$ cat src/opp_pkg.sv
// Shared constants, types and the arctangent table of the oval path point generator.
package opp_pkg;

  // Number of CORDIC rotation stages, one register stage each.
  localparam int CORDIC_STAGES = 16;
  localparam int ATAN_LEN      = 24;

  localparam int CFG_W     = 20;
  localparam int CFG_IDX_W = 3;

  localparam logic [16:0] ONE_Q16  = 17'd65536;
  localparam logic [16:0] HALF_Q16 = 17'd32768;

  localparam logic signed [20:0] PI_Q16      = 21'sd205887;
  localparam logic signed [20:0] HALF_PI_Q16 = 21'sd102944;
  localparam logic signed [20:0] TWO_PI_Q16  = 21'sd411775;

  localparam logic signed [31:0] GAIN_Q30      = 32'sh26DD3B6A;
  localparam logic signed [31:0] ANG_LIMIT_Q30 = 32'sd1686634496;

  localparam logic signed [19:0] POS_MIN = -20'sd98304;
  localparam logic signed [19:0] POS_MAX = 20'sd98303;

  typedef enum logic [CFG_IDX_W-1:0] {
    CFG_SEMI_AXIS_X       = 3'd0,
    CFG_SEMI_AXIS_Y       = 3'd1,
    CFG_CENTER_X          = 3'd2,
    CFG_CENTER_Y          = 3'd3,
    CFG_SWEEP_ANGLE       = 3'd4,
    CFG_ANTICLOCKWISE     = 3'd5,
    CFG_DEPTH_FIRST_HALF  = 3'd6,
    CFG_DEPTH_SECOND_HALF = 3'd7
  } cfg_idx_t;

  typedef struct packed {
    logic        [15:0] semi_axis_x;
    logic        [15:0] semi_axis_y;
    logic signed [15:0] center_x;
    logic signed [15:0] center_y;
    logic signed [19:0] sweep_angle;
    logic               anticlockwise;
    logic signed [7:0]  depth_first_half;
    logic signed [7:0]  depth_second_half;
  } cfg_t;

  // Reduced angle entering the CORDIC, with the half-turn flag and the depth select.
  typedef struct packed {
    logic signed [31:0] ang;
    logic               flip;
    logic               half;
  } rot_t;

  // CORDIC result before the half-turn correction.
  typedef struct packed {
    logic signed [31:0] cos_q30;
    logic signed [31:0] sin_q30;
    logic               flip;
    logic               half;
  } trig_t;

  function automatic logic signed [31:0] atan_q30(input int unsigned idx);
    logic signed [31:0] val;
    case (idx)
      0:       val = 32'sh3243F6A8;
      1:       val = 32'sh1DAC6705;
      2:       val = 32'sh0FADBAFC;
      3:       val = 32'sh07F56EA6;
      4:       val = 32'sh03FEAB76;
      5:       val = 32'sh01FFD55B;
      6:       val = 32'sh00FFFAAA;
      7:       val = 32'sh007FFF55;
      8:       val = 32'sh003FFFEA;
      9:       val = 32'sh001FFFFD;
      10:      val = 32'sh000FFFFF;
      11:      val = 32'sh0007FFFF;
      12:      val = 32'sh0003FFFF;
      13:      val = 32'sh0001FFFF;
      14:      val = 32'sh0000FFFF;
      15:      val = 32'sh00007FFF;
      16:      val = 32'sh00003FFF;
      17:      val = 32'sh00001FFF;
      18:      val = 32'sh00000FFF;
      19:      val = 32'sh000007FF;
      20:      val = 32'sh000003FF;
      21:      val = 32'sh000001FF;
      22:      val = 32'sh000000FF;
      23:      val = 32'sh0000007F;
      default: val = 32'sh00000000;
    endcase
    return val;
  endfunction

endpackage

$ cat src/opp_phase.sv
// Front pipeline: progress to phase, wrap into one turn and fold into the CORDIC range.
module opp_phase (
  input  logic             clk,
  input  logic             rst_n,
  input  opp_pkg::cfg_t    cfg,
  input  logic             up_valid,
  output logic             up_ready,
  input  logic [16:0]      progress,
  output logic             dn_valid,
  input  logic             dn_ready,
  output opp_pkg::rot_t    dn_rot
);

  logic               en1, en2, en3;
  logic               v1_r, v2_r, v3_r;
  logic [16:0]        t_c, f;
  logic signed [37:0] prod, prod1_r, rnd;
  logic               half1_r, half2_r;
  logic signed [20:0] ph, ph_wrap, ph2_r, ph_fold;
  logic               flip;
  opp_pkg::rot_t      rot3_r, rot_nxt;

  assign en3      = !v3_r || dn_ready;
  assign en2      = !v2_r || en3;
  assign en1      = !v1_r || en2;
  assign up_ready = en1;

  // Stage 1: clamp progress and scale the sweep by it, or by one minus it when not anticlockwise.
  assign t_c  = (progress > opp_pkg::ONE_Q16) ? opp_pkg::ONE_Q16 : progress;
  assign f    = cfg.anticlockwise ? t_c : opp_pkg::ONE_Q16 - t_c;
  assign prod = 38'($signed(cfg.sweep_angle)) * 38'($signed({1'b0, f}));

  // Stage 2: round to Q16 and wrap into [-pi, pi].
  assign rnd = prod1_r + 38'sd32768;
  assign ph  = $signed(rnd[36:16]);

  always_comb begin
    ph_wrap = ph;
    if (ph > opp_pkg::PI_Q16) begin
      ph_wrap = ph - opp_pkg::TWO_PI_Q16;
    end else if (ph < -opp_pkg::PI_Q16) begin
      ph_wrap = ph + opp_pkg::TWO_PI_Q16;
    end
  end

  // Stage 3: fold into [-pi/2, pi/2]; the half turn is undone by negating sin and cos.
  always_comb begin
    ph_fold = ph2_r;
    flip    = 1'b0;
    if (ph2_r > opp_pkg::HALF_PI_Q16) begin
      ph_fold = ph2_r - opp_pkg::PI_Q16;
      flip    = 1'b1;
    end else if (ph2_r < -opp_pkg::HALF_PI_Q16) begin
      ph_fold = ph2_r + opp_pkg::PI_Q16;
      flip    = 1'b1;
    end
    rot_nxt.ang  = $signed({ph_fold[17:0], 14'd0});
    rot_nxt.flip = flip;
    rot_nxt.half = half2_r;
  end

  always_ff @(posedge clk) begin
    if (!rst_n) begin
      v1_r <= 1'b0;
      v2_r <= 1'b0;
      v3_r <= 1'b0;
    end else begin
      if (en1) begin
        v1_r <= up_valid;
      end
      if (en2) begin
        v2_r <= v1_r;
      end
      if (en3) begin
        v3_r <= v2_r;
      end
    end
  end

  always_ff @(posedge clk) begin
    if (en1 && up_valid) begin
      prod1_r <= prod;
      half1_r <= (t_c <= opp_pkg::HALF_Q16);
    end
    if (en2 && v1_r) begin
      ph2_r   <= ph_wrap;
      half2_r <= half1_r;
    end
    if (en3 && v2_r) begin
      rot3_r <= rot_nxt;
    end
  end

  assign dn_valid = v3_r;
  assign dn_rot   = rot3_r;

`ifndef SYNTHESIS
  a_ang_range: assert property (@(posedge clk) disable iff (!rst_n)
    v3_r |-> (rot3_r.ang <= opp_pkg::ANG_LIMIT_Q30) && (rot3_r.ang >= -opp_pkg::ANG_LIMIT_Q30))
    else $error("folded angle outside the CORDIC range");
  a_take: assert property (@(posedge clk) disable iff (!rst_n)
    up_valid && up_ready |=> v1_r)
    else $error("accepted transaction did not enter the first stage");
`endif

endmodule

$ cat config.mk
export PLATFORM = sky130hd
export DESIGN_NAME = opp_phase
export DESIGN_NICKNAME = d
export VERILOG_FILES = /design/src/opp_pkg.sv /design/src/opp_phase.sv
export SDC_FILE = /design/constraint.sdc
export NUM_CORES = 1
export LEC_CHECK = 0
export BUFFER_PORTS_ARGS = -buffer_cell sky130_fd_sc_hd__buf_2
export CAP_MARGIN = 20
export CELL_PAD_IN_SITES_DETAIL_PLACEMENT = 1
export CELL_PAD_IN_SITES_GLOBAL_PLACEMENT = 2
export CORE_MARGIN = 10
export CORE_UTILIZATION = 42
export CTS_CLUSTER_SIZE = 8
export DETAILED_ROUTE_END_ITERATION = 8
export HOLD_SLACK_MARGIN = 0.1
export PLACE_DENSITY = 0.88
export SYNTH_ARGS = -nofsm -noshare
export SYNTH_HDL_FRONTEND = slang
export SYNTH_SLANG_ARGS = --single-unit
$ cat constraint.sdc
create_clock -name clk -period 17 [get_ports clk]
set_input_delay 3.4 -clock clk [delete_from_list [all_inputs] [get_ports clk]]
set_output_delay 3.4 -clock clk [all_outputs]
set_load 0.03 [all_outputs]
==> metrics.yaml <==
area_growth_pct: 6.52
required_ns: 17.13
design.die.area_um2: 49200
core_um2: 40000
critPathKind: "in -> reg"
clock_path_buffers: 2
post-dp-hpwl_mm: 35.9
post_route_cells_drive_above_1_share: 0.0584
yosys_register_bits: 68
grt_usage: 0.181
arrival_ns: 11.92
synth-seq-area-share: 0.118
hold_viol: 0
async_flop_share: 0
grt_pass1_wl_mm: 73.9
setup_viol: 0
cts_tree: "done"
layout.nets: 2480
fin_area_um2: 18200
antenna_cells: 0
synth_top_area_share: 0.391
fin_util: 0.455
post-cts-setup-buffers: 0
hold_class: "reg -> reg"
endpoint_kind: "flop"
hold_buffers: 0
cts_sinks: 68
whs_ns: 0.419
ys_types: 68
slowest_stage: "a2111oi_2"
min_path_cells: 0
gp_congestion: 0.831
initial_utilization: 0.428
drtIter0Drc: 555
status: "complete, no violations"
worst_pin_slew_ns: 1.10
critical_path.startpoint_type: "primary input"
fin_crit_sh: 0.694
cp_max_fo: 20
cpMostUsedCell: "fa_1"
synthFlopType: "edfxtp_1"
synth-edff-count: 65
htree_levels: 3
die_h_um: 222
via_per_inst: 5.19
tns_ns: 0
avgSynthCellArea_um2: 8.90
clk_latency_ns: 0.33
synth_most_common_cell: "inv_1"
io-pin-count: 158
slew_headroom: 0.265
yosysWarnings: 0
port_buffers: 63
fillers: 4740
fmax_ghz: 0.0848
drt-total-wl_mm: 43.7
worstRegToRegCells: 12
cap_violations: 0
netlist_top_cells_count: "inv_1 (435), fa_1 (334), nand2_1 (245)"
wl_per_cell_um: 17.8
cts-resized-gates: 0
finalClockSkew_ns: 0.00944
placementRows: 73
vias: 12800
cts_buffers: 9
period_minus_slack_ns: 11.80
post-route-drc-count: 0
netlist_top_cells_area: "fa_1 (39%), edfxtp_1 (11%), inv_1 (9.5%), ha_1 (6.9%), nand2_1 (5.4%)"
drv_slew: 0
drtAntennaViolNets: 0
rsz0062_at_grt: "false"
die_w_um: 222
synthCells: 1923
drtPass1Iterations: 5
grt_pass1_vias: 14500
yosys.area.top_type: "fa_1"
grt-ovfl-total: 0
synth.cell_area_um2: 17100
placed_cell_area_um2: 17900
grt_max_degree: 25
cts_root_buf: "clkbuf_16"
grt_antenna_before_repair: 2
clk_pin_slew_worst_paths_ns: 0.06
critPathMaxStageDelay_ns: 0.57
cells by family after synthesis:
logic type / count (synthesis) / synth area share
flops: 68 / 0.118
other cells: 1 / 0.000219
simple gates: 590 / 0.172
mux: 5 / 0.00300
compound gates: 203 / 0.0773
buf+inv: 532 / 0.121
xor+xnor: 95 / 0.0486
fa+ha+maj: 429 / 0.460
worst paths after layout:
check	start	end	slack, ns
setup / recovery	progress[8]	prod1_r[35]$_DFFE_PP_	5.20
hold / removal	half2_r$_DFFE_PP_	dn_rot[0]$_DFFE_PP_	0.42
hold reg to reg	half2_r$_DFFE_PP_	dn_rot[0]$_DFFE_PP_	0.42
setup reg to reg	prod1_r[15]$_DFFE_PP_	ph2_r[8]$_DFFE_PP_	12.55
per-layer routing:
layer	share of wire	vias to the layer above	track usage
met5	0	-	0
met3	0.026	38	0.0152
met1	0.43	6675	0.224
met4	0.015	0	0.0319
li1	-	5879	-
met2	0.53	158	0.337
cell type report:
type,count,area [um^2],area share
clock buffers,10,229,0.0126
flip-flops and latches,68,2010,0.110
clock inverters,6,113,0.00618
inverters,435,1630,0.0896
repair buffers,79,447,0.0245
multi-input cells,1336,13100,0.721
well taps,525,657,0.0361
per-stage QoR:
stage	worst slack, ns	std cells
5_1_grt	4.47	2459
4_1_cts	5.02	2457
6_report	5.20	2459
2_1_floorplan	5.64	1936
3_3_place_gp	4.85	2441
3_5_place_dp	4.69	2441
worst max-delay path: cells and delay by family:
family / cells / cell delay (ns)
adder cells (fa/ha/maj): 7 / 3.45
AND/OR/NAND/NOR: 10 / 2.39
AO/OA/AOI/OAI: 7 / 1.87
buffers and inverters: 6 / 0.63
XOR/XNOR: 1 / 0.15
state kept, by name, summed over array words and instances (netlist names):
name and flops:
dn_valid 1, prod1_r 22, half2_r 1, v1_r 1
ph2_r 21, half1_r 1, dn_rot 20, v2_r 1
cells in the final DEF, fill, tap and decap left out, types with 11 or more instances in the layout:
cell,Yosys,final
a21o_1,23,23
nand2_1,245,245
nor2_1,49,47
xor2_1,30,30
a31oi_1,17,14
a21oi_1,60,59
ha_1,95,95
edfxtp_1,65,65
nor2b_1,49,48
nand4_1,11,11
and2_1,112,112
nor3_1,27,27
o21ai_0,32,32
inv_1,435,435
fa_1,334,334
nand2b_1,13,13
xnor2_1,65,65
nand3_1,27,27
or3_1,11,11
buf_2,8,63
buf_4,15,14
conb_1,1,14
Power is left out: the tool's default activity adds up to more than one toggle a clock period on the data nets, which glitch-free logic cannot reach.
