[config.mk]
export PLATFORM = sky130hd
export DESIGN_NAME = opp_scale
export DESIGN_NICKNAME = d
export VERILOG_FILES = /design/src/opp_pkg.sv /design/src/opp_scale.sv
export SDC_FILE = /design/constraint.sdc
export NUM_CORES = 2
export LEC_CHECK = 0
export BUFFER_PORTS_ARGS = -buffer_cell sky130_fd_sc_hd__buf_2
export CELL_PAD_IN_SITES_DETAIL_PLACEMENT = 2
export CELL_PAD_IN_SITES_GLOBAL_PLACEMENT = 2
export CORE_UTILIZATION = 42
export CTS_CLUSTER_DIAMETER = 80
export DETAILED_ROUTE_END_ITERATION = 7
export MAX_ROUTING_LAYER = met4
export PLACE_DENSITY_LB_ADDON = 0.1
export SLEW_MARGIN = 10
export SYNTH_ARGS = -nofsm -noshare
export SYNTH_HDL_FRONTEND = slang
export SYNTH_SLANG_ARGS = --single-unit
[constraint.sdc]
create_clock -name clk -period 8.8 [get_ports clk]
set_input_delay 0.44 -clock clk [delete_from_list [all_inputs] [get_ports clk]]
set_output_delay 0.44 -clock clk [all_outputs]
set_load 0.02 [all_outputs]
[src/opp_pkg.sv]
// Shared constants, types and the arctangent table of the oval path point generator.
package opp_pkg;

  // Number of CORDIC rotation stages, one register stage each.
  localparam int CORDIC_STAGES = 16;
  localparam int ATAN_LEN      = 24;

  localparam int CFG_W     = 20;
  localparam int CFG_IDX_W = 3;

  localparam logic [16:0] ONE_Q16  = 17'd65536;
  localparam logic [16:0] HALF_Q16 = 17'd32768;

  localparam logic signed [20:0] PI_Q16      = 21'sd205887;
  localparam logic signed [20:0] HALF_PI_Q16 = 21'sd102944;
  localparam logic signed [20:0] TWO_PI_Q16  = 21'sd411775;

  localparam logic signed [31:0] GAIN_Q30      = 32'sh26DD3B6A;
  localparam logic signed [31:0] ANG_LIMIT_Q30 = 32'sd1686634496;

  localparam logic signed [19:0] POS_MIN = -20'sd98304;
  localparam logic signed [19:0] POS_MAX = 20'sd98303;

  typedef enum logic [CFG_IDX_W-1:0] {
    CFG_SEMI_AXIS_X       = 3'd0,
    CFG_SEMI_AXIS_Y       = 3'd1,
    CFG_CENTER_X          = 3'd2,
    CFG_CENTER_Y          = 3'd3,
    CFG_SWEEP_ANGLE       = 3'd4,
    CFG_ANTICLOCKWISE     = 3'd5,
    CFG_DEPTH_FIRST_HALF  = 3'd6,
    CFG_DEPTH_SECOND_HALF = 3'd7
  } cfg_idx_t;

  typedef struct packed {
    logic        [15:0] semi_axis_x;
    logic        [15:0] semi_axis_y;
    logic signed [15:0] center_x;
    logic signed [15:0] center_y;
    logic signed [19:0] sweep_angle;
    logic               anticlockwise;
    logic signed [7:0]  depth_first_half;
    logic signed [7:0]  depth_second_half;
  } cfg_t;

  // Reduced angle entering the CORDIC, with the half-turn flag and the depth select.
  typedef struct packed {
    logic signed [31:0] ang;
    logic               flip;
    logic               half;
  } rot_t;

  // CORDIC result before the half-turn correction.
  typedef struct packed {
    logic signed [31:0] cos_q30;
    logic signed [31:0] sin_q30;
    logic               flip;
    logic               half;
  } trig_t;

  function automatic logic signed [31:0] atan_q30(input int unsigned idx);
    logic signed [31:0] val;
    case (idx)
      0:       val = 32'sh3243F6A8;
      1:       val = 32'sh1DAC6705;
      2:       val = 32'sh0FADBAFC;
      3:       val = 32'sh07F56EA6;
      4:       val = 32'sh03FEAB76;
      5:       val = 32'sh01FFD55B;
      6:       val = 32'sh00FFFAAA;
      7:       val = 32'sh007FFF55;
      8:       val = 32'sh003FFFEA;
      9:       val = 32'sh001FFFFD;
      10:      val = 32'sh000FFFFF;
      11:      val = 32'sh0007FFFF;
      12:      val = 32'sh0003FFFF;
      13:      val = 32'sh0001FFFF;
      14:      val = 32'sh0000FFFF;
      15:      val = 32'sh00007FFF;
      16:      val = 32'sh00003FFF;
      17:      val = 32'sh00001FFF;
      18:      val = 32'sh00000FFF;
      19:      val = 32'sh000007FF;
      20:      val = 32'sh000003FF;
      21:      val = 32'sh000001FF;
      22:      val = 32'sh000000FF;
      23:      val = 32'sh0000007F;
      default: val = 32'sh00000000;
    endcase
    return val;
  endfunction

endpackage

[src/opp_scale.sv]
// Back pipeline: half-turn correction, axis scaling, rounding, centering, saturation and depth select.
module opp_scale (
  input  logic               clk,
  input  logic               rst_n,
  input  opp_pkg::cfg_t      cfg,
  input  logic               up_valid,
  output logic               up_ready,
  input  opp_pkg::trig_t     up_trig,
  output logic               out_valid,
  input  logic               out_ready,
  output logic signed [17:0] pos_x,
  output logic signed [17:0] pos_y,
  output logic signed [7:0]  depth_order
);

  logic               en1, en2, en3, en4;
  logic               v1_r, v2_r, v3_r, v4_r;
  logic signed [31:0] c1_r, s1_r;
  logic               half1_r, half2_r, half3_r;
  logic signed [48:0] px, py, px2_r, py2_r, rx, ry;
  logic signed [18:0] rx3_r, ry3_r;
  logic signed [19:0] sx, sy;
  logic signed [17:0] pos_x_r, pos_y_r, sat_x, sat_y;
  logic signed [7:0]  depth_r;

  assign en4      = !v4_r || out_ready;
  assign en3      = !v3_r || en4;
  assign en2      = !v2_r || en3;
  assign en1      = !v1_r || en2;
  assign up_ready = en1;

  assign px = 49'($signed({1'b0, cfg.semi_axis_x})) * 49'(c1_r);
  assign py = 49'($signed({1'b0, cfg.semi_axis_y})) * 49'(s1_r);

  // Round half up out of Q30.
  assign rx = px2_r + 49'sd536870912;
  assign ry = py2_r + 49'sd536870912;

  assign sx = 20'(rx3_r) + 20'(cfg.center_x);
  assign sy = 20'(ry3_r) + 20'(cfg.center_y);

  always_comb begin
    if (sx < opp_pkg::POS_MIN) begin
      sat_x = opp_pkg::POS_MIN[17:0];
    end else if (sx > opp_pkg::POS_MAX) begin
      sat_x = opp_pkg::POS_MAX[17:0];
    end else begin
      sat_x = sx[17:0];
    end
    if (sy < opp_pkg::POS_MIN) begin
      sat_y = opp_pkg::POS_MIN[17:0];
    end else if (sy > opp_pkg::POS_MAX) begin
      sat_y = opp_pkg::POS_MAX[17:0];
    end else begin
      sat_y = sy[17:0];
    end
  end

  always_ff @(posedge clk) begin
    if (!rst_n) begin
      v1_r <= 1'b0;
      v2_r <= 1'b0;
      v3_r <= 1'b0;
      v4_r <= 1'b0;
    end else begin
      if (en1) begin
        v1_r <= up_valid;
      end
      if (en2) begin
        v2_r <= v1_r;
      end
      if (en3) begin
        v3_r <= v2_r;
      end
      if (en4) begin
        v4_r <= v3_r;
      end
    end
  end

  always_ff @(posedge clk) begin
    if (en1 && up_valid) begin
      c1_r    <= up_trig.flip ? -up_trig.cos_q30 : up_trig.cos_q30;
      s1_r    <= up_trig.flip ? -up_trig.sin_q30 : up_trig.sin_q30;
      half1_r <= up_trig.half;
    end
    if (en2 && v1_r) begin
      px2_r   <= px;
      py2_r   <= py;
      half2_r <= half1_r;
    end
    if (en3 && v2_r) begin
      rx3_r   <= $signed(rx[48:30]);
      ry3_r   <= $signed(ry[48:30]);
      half3_r <= half2_r;
    end
    if (en4 && v3_r) begin
      pos_x_r <= sat_x;
      pos_y_r <= sat_y;
      depth_r <= half3_r ? cfg.depth_first_half : cfg.depth_second_half;
    end
  end

  assign out_valid   = v4_r;
  assign pos_x       = pos_x_r;
  assign pos_y       = pos_y_r;
  assign depth_order = depth_r;

`ifndef SYNTHESIS
  a_open_when_empty: assert property (@(posedge clk) disable iff (!rst_n)
    !v4_r |-> up_ready)
    else $error("back pipeline stalled with an empty output register");
`endif

endmodule

==> flow_summary.rst <==
.. list-table::
   :header-rows: 1

   * - Metric
     - Value
   * - Post_cts resized
     - 0
   * - Type of the most critical hold path
     - input port to flop
   * - 1st-pass router iterations
     - 5
   * - Total Die Area
     - approximately 110000 µm²
   * - Relative area change from synthesis to final layout
     - 7.00%
   * - Antenna violations before repair
     - 6
   * - Clock tree from TritonCTS
     - yes
   * - Post-CTS Hold Buffers
     - 0
   * - MaxCap Viol Count
     - 0
   * - Avg Inst Size Synth
     - 9.47 µm²
   * - Depth of the worst register-to-register path
     - 22
   * - Share of post-route cells with drive strength above 1
     - 6.22%
   * - Commonest non-fill, non-tap cells in the layout
     - sky130_fd_sc_hd__inv_1 (1163), sky130_fd_sc_hd__fa_1 (976), sky130_fd_sc_hd__nand2_1 (650)
   * - Accumulated negative setup slack
     - 0 ps
   * - Number of violations reported at the end of detailed-routing iteration 0
     - between 1000 and 1500
   * - Horizontal extent of the die
     - 327 µm
   * - Signal arrival time at the worst endpoint
     - 7930 ps
   * - Post-route minimum period
     - between 7000 and 8000 ps
   * - Worst slack on hold paths
     - about 78 ps
   * - Detailed placement HPWL
     - approximately 110000 µm
   * - Max_slew headroom
     - between 20% and 30%
   * - Maximum number of pins on one net before global-route repair
     - 65
   * - Postcts setup bufs
     - 0
   * - Overall routed net length
     - 141000 µm
   * - Syn nets
     - 6095
   * - I/O pin count
     - 217
   * - CP Capture Type
     - flop
   * - Root buffer cell
     - sky130_fd_sc_hd__clkbuf_16
   * - Run status
     - completed
   * - Site row count
     - 118
   * - Initial standard-cell utilization of the core
     - between 40% and 50%
   * - Worst Setup Path Type
     - flop to flop
   * - Count of H-tree levels built during CTS
     - 4
   * - Die height
     - 327 µm
   * - Number of enable-type register cells in the synthesized netlist
     - 189
   * - Antenna violation net count after detailed routing
     - 0
   * - Clock tree buffer depth
     - 2
   * - Total global routing overflow
     - 0
   * - Final hold viol count
     - 0
   * - Detailed-route DRC error count
     - 0
   * - First-pass GRT wire length
     - 225000 µm
   * - Final clock period utilization by the worst path
     - 87.0%
   * - Worst setup skew after layout
     - 25.0 ps
   * - Vias post-DR
     - around 32000
   * - Unrepaired setup endpoints after global routing
     - false
   * - Slew at the pin closest to its max-slew limit
     - 1190 ps
   * - Cell area after technology mapping
     - 44300 µm²
   * - Unique cell type count in the Yosys netlist
     - 67
   * - Final max-slew violation count
     - 0
   * - Share of flip-flops with an asynchronous set or reset after synthesis
     - 0%
   * - Maximum clock frequency
     - between 0.1 and 0.15 GHz
   * - Worst-skew pair later-pin latency
     - 540 ps
   * - CTS Sinks
     - roughly 190
   * - Via count of the first global-routing pass
     - 39000
   * - Routed wire per std cell
     - 22.9 µm
   * - Critical path startpoint category
     - flop
   * - Post-synthesis sequential area ratio
     - 13.0%
   * - Weighted congestion reported at the end of routability-driven placement
     - around 0.86
   * - Vias per Instance
     - 5.20
   * - Maximum fanout encountered on the critical timing path
     - 16
   * - Clock slew at reported path FFs
     - 100 ps
   * - Core Area
     - 104000 µm²
   * - Total Routing Usage GR
     - between 20 and 30%
   * - Worst hold stages
     - 1
   * - Commonest register cell after synthesis
     - sky130_fd_sc_hd__edfxtp_1
   * - Fin nets
     - 6178
   * - Final core utilization
     - 45.5%
   * - Synth warnings
     - 0
   * - Final setup vio count
     - 0
   * - Number of synthesized register bits
     - 193
   * - Input/output buffers
     - 195
   * - Clock buffers created by TritonCTS
     - 17
   * - Endpoint required time on the critical path
     - 9080 ps
   * - Most common cell after layout, fill and taps aside
     - sky130_fd_sc_hd__inv_1
   * - Gate count after technology mapping
     - about 4700
[metal layers]
metal,global-route usage [%],up-vias,share of wire [%]
li1,-,14000,-
met5,-,-,0
met1,33.4,17200,41
met3,2.57,210,2.6
met2,52.3,579,54
met4,8.07,0,2.7
[logic make-up (layout without fill, tap and decap cells)]
logic type	count (synthesis)	in the layout	synth area share (%)
AND/OR/NAND/NOR	1351	1351	14.9
buffers and inverters	1338	1434	11.3
adder cells (fa/ha/maj)	1248	1248	51.8
AO/OA/AOI/OAI	360	360	5.21
flip-flops	193	193	13.0
XOR/XNOR	177	177	3.50
multiplexers	9	9	0.229
other	0	1	0
[path summary, 6_finish.rpt]
check,slack (ps),startpoint,to
setup reg to reg,1150,c1_r[15],px2_r[48]
hold / removal,80,up_trig[0],half1_r
setup / recovery,1150,c1_r[15],px2_r[48]
hold reg to reg,430,half1_r,half2_r
[layout make-up]
| class | instances | area (µm²) |
|---|---|---|
| fillers | 11300 | 56700 |
| multi-input cells | 3145 | 33600 |
| flip-flops and latches | 193 | 5760 |
| inverters | 1165 | 4370 |
| well taps | 1380 | 1730 |
| repair buffers | 237 | 1330 |
| clock buffers | 17 | 425 |
| clock inverters | 15 | 220 |
| diodes | 1 | 2.50 |
[worst max-delay path, stage by stage, from the launching register on]
cell and delay [ps]:
sky130_fd_sc_hd__edfxtp_1 1050, sky130_fd_sc_hd__nand2_1 210, sky130_fd_sc_hd__fa_1 560, sky130_fd_sc_hd__fa_1 490, sky130_fd_sc_hd__fa_1 570, sky130_fd_sc_hd__inv_1 70
sky130_fd_sc_hd__fa_1 500, sky130_fd_sc_hd__fa_1 500, sky130_fd_sc_hd__inv_1 60, sky130_fd_sc_hd__fa_1 470, sky130_fd_sc_hd__inv_1 40, sky130_fd_sc_hd__ha_1 340
sky130_fd_sc_hd__a21oi_1 200, sky130_fd_sc_hd__o21ai_0 150, sky130_fd_sc_hd__a2111oi_1 450, sky130_fd_sc_hd__a311oi_1 210, sky130_fd_sc_hd__o211ai_1 210, sky130_fd_sc_hd__buf_4 200
sky130_fd_sc_hd__nor2_1 60, sky130_fd_sc_hd__or4_1 530, sky130_fd_sc_hd__a31o_2 270, sky130_fd_sc_hd__a21oi_1 170, sky130_fd_sc_hd__xnor2_1 80
[synth_stat cells (4+ instances only)]
master | number | area share, %
sky130_fd_sc_hd__a211oi_1 | 12 | 0.20
sky130_fd_sc_hd__or3_1 | 9 | 0.13
sky130_fd_sc_hd__nor2_1 | 71 | 0.60
sky130_fd_sc_hd__o31ai_1 | 18 | 0.31
sky130_fd_sc_hd__nand2b_1 | 10 | 0.14
sky130_fd_sc_hd__and3_1 | 17 | 0.24
sky130_fd_sc_hd__o211ai_1 | 8 | 0.14
sky130_fd_sc_hd__a31oi_1 | 13 | 0.18
sky130_fd_sc_hd__or4_1 | 9 | 0.15
sky130_fd_sc_hd__o21ai_1 | 32 | 0.36
sky130_fd_sc_hd__edfxtp_1 | 189 | 13
sky130_fd_sc_hd__a21oi_1 | 91 | 1.0
sky130_fd_sc_hd__o21bai_1 | 7 | 0.12
sky130_fd_sc_hd__nand3_1 | 46 | 0.52
sky130_fd_sc_hd__fa_1 | 976 | 44
sky130_fd_sc_hd__a21boi_0 | 4 | 0.068
sky130_fd_sc_hd__xor2_1 | 38 | 0.75
sky130_fd_sc_hd__xnor2_1 | 139 | 2.7
sky130_fd_sc_hd__a21o_1 | 39 | 0.66
sky130_fd_sc_hd__ha_1 | 272 | 7.7
sky130_fd_sc_hd__inv_1 | 1163 | 9.9
sky130_fd_sc_hd__dfxtp_1 | 4 | 0.18
sky130_fd_sc_hd__o21ai_0 | 57 | 0.64
sky130_fd_sc_hd__o41ai_1 | 10 | 0.20
sky130_fd_sc_hd__o21a_1 | 34 | 0.58
sky130_fd_sc_hd__nor3_1 | 28 | 0.32
sky130_fd_sc_hd__mux2_2 | 9 | 0.23
sky130_fd_sc_hd__and2_1 | 455 | 6.4
sky130_fd_sc_hd__nand2_1 | 650 | 5.5
sky130_fd_sc_hd__nand4_1 | 16 | 0.23
sky130_fd_sc_hd__nor2b_1 | 17 | 0.24
sky130_fd_sc_hd__clkbuf_1 | 173 | 1.5
[sequential cells by signal (all words and copies together), names as in the netlist, 8 cells and up]
register and count:
c1_r 32, s1_r 32, px2_r 20, py2_r 20
rx3_r 19, ry3_r 19, pos_x 18, pos_y 18
depth_order 8
[through the flow]
step	std cells	area (µm²)	setup WS, ps
finish	6153	47400	1150
global route	6152	47400	730
detailed placement	6120	46700	927
CTS	6152	47400	1120
floorplan	4676	44300	2140
global placement	6120	46700	1090
Power is left out: the tool's default activity adds up to more than one toggle a clock period on the data nets, which glitch-free logic cannot reach.
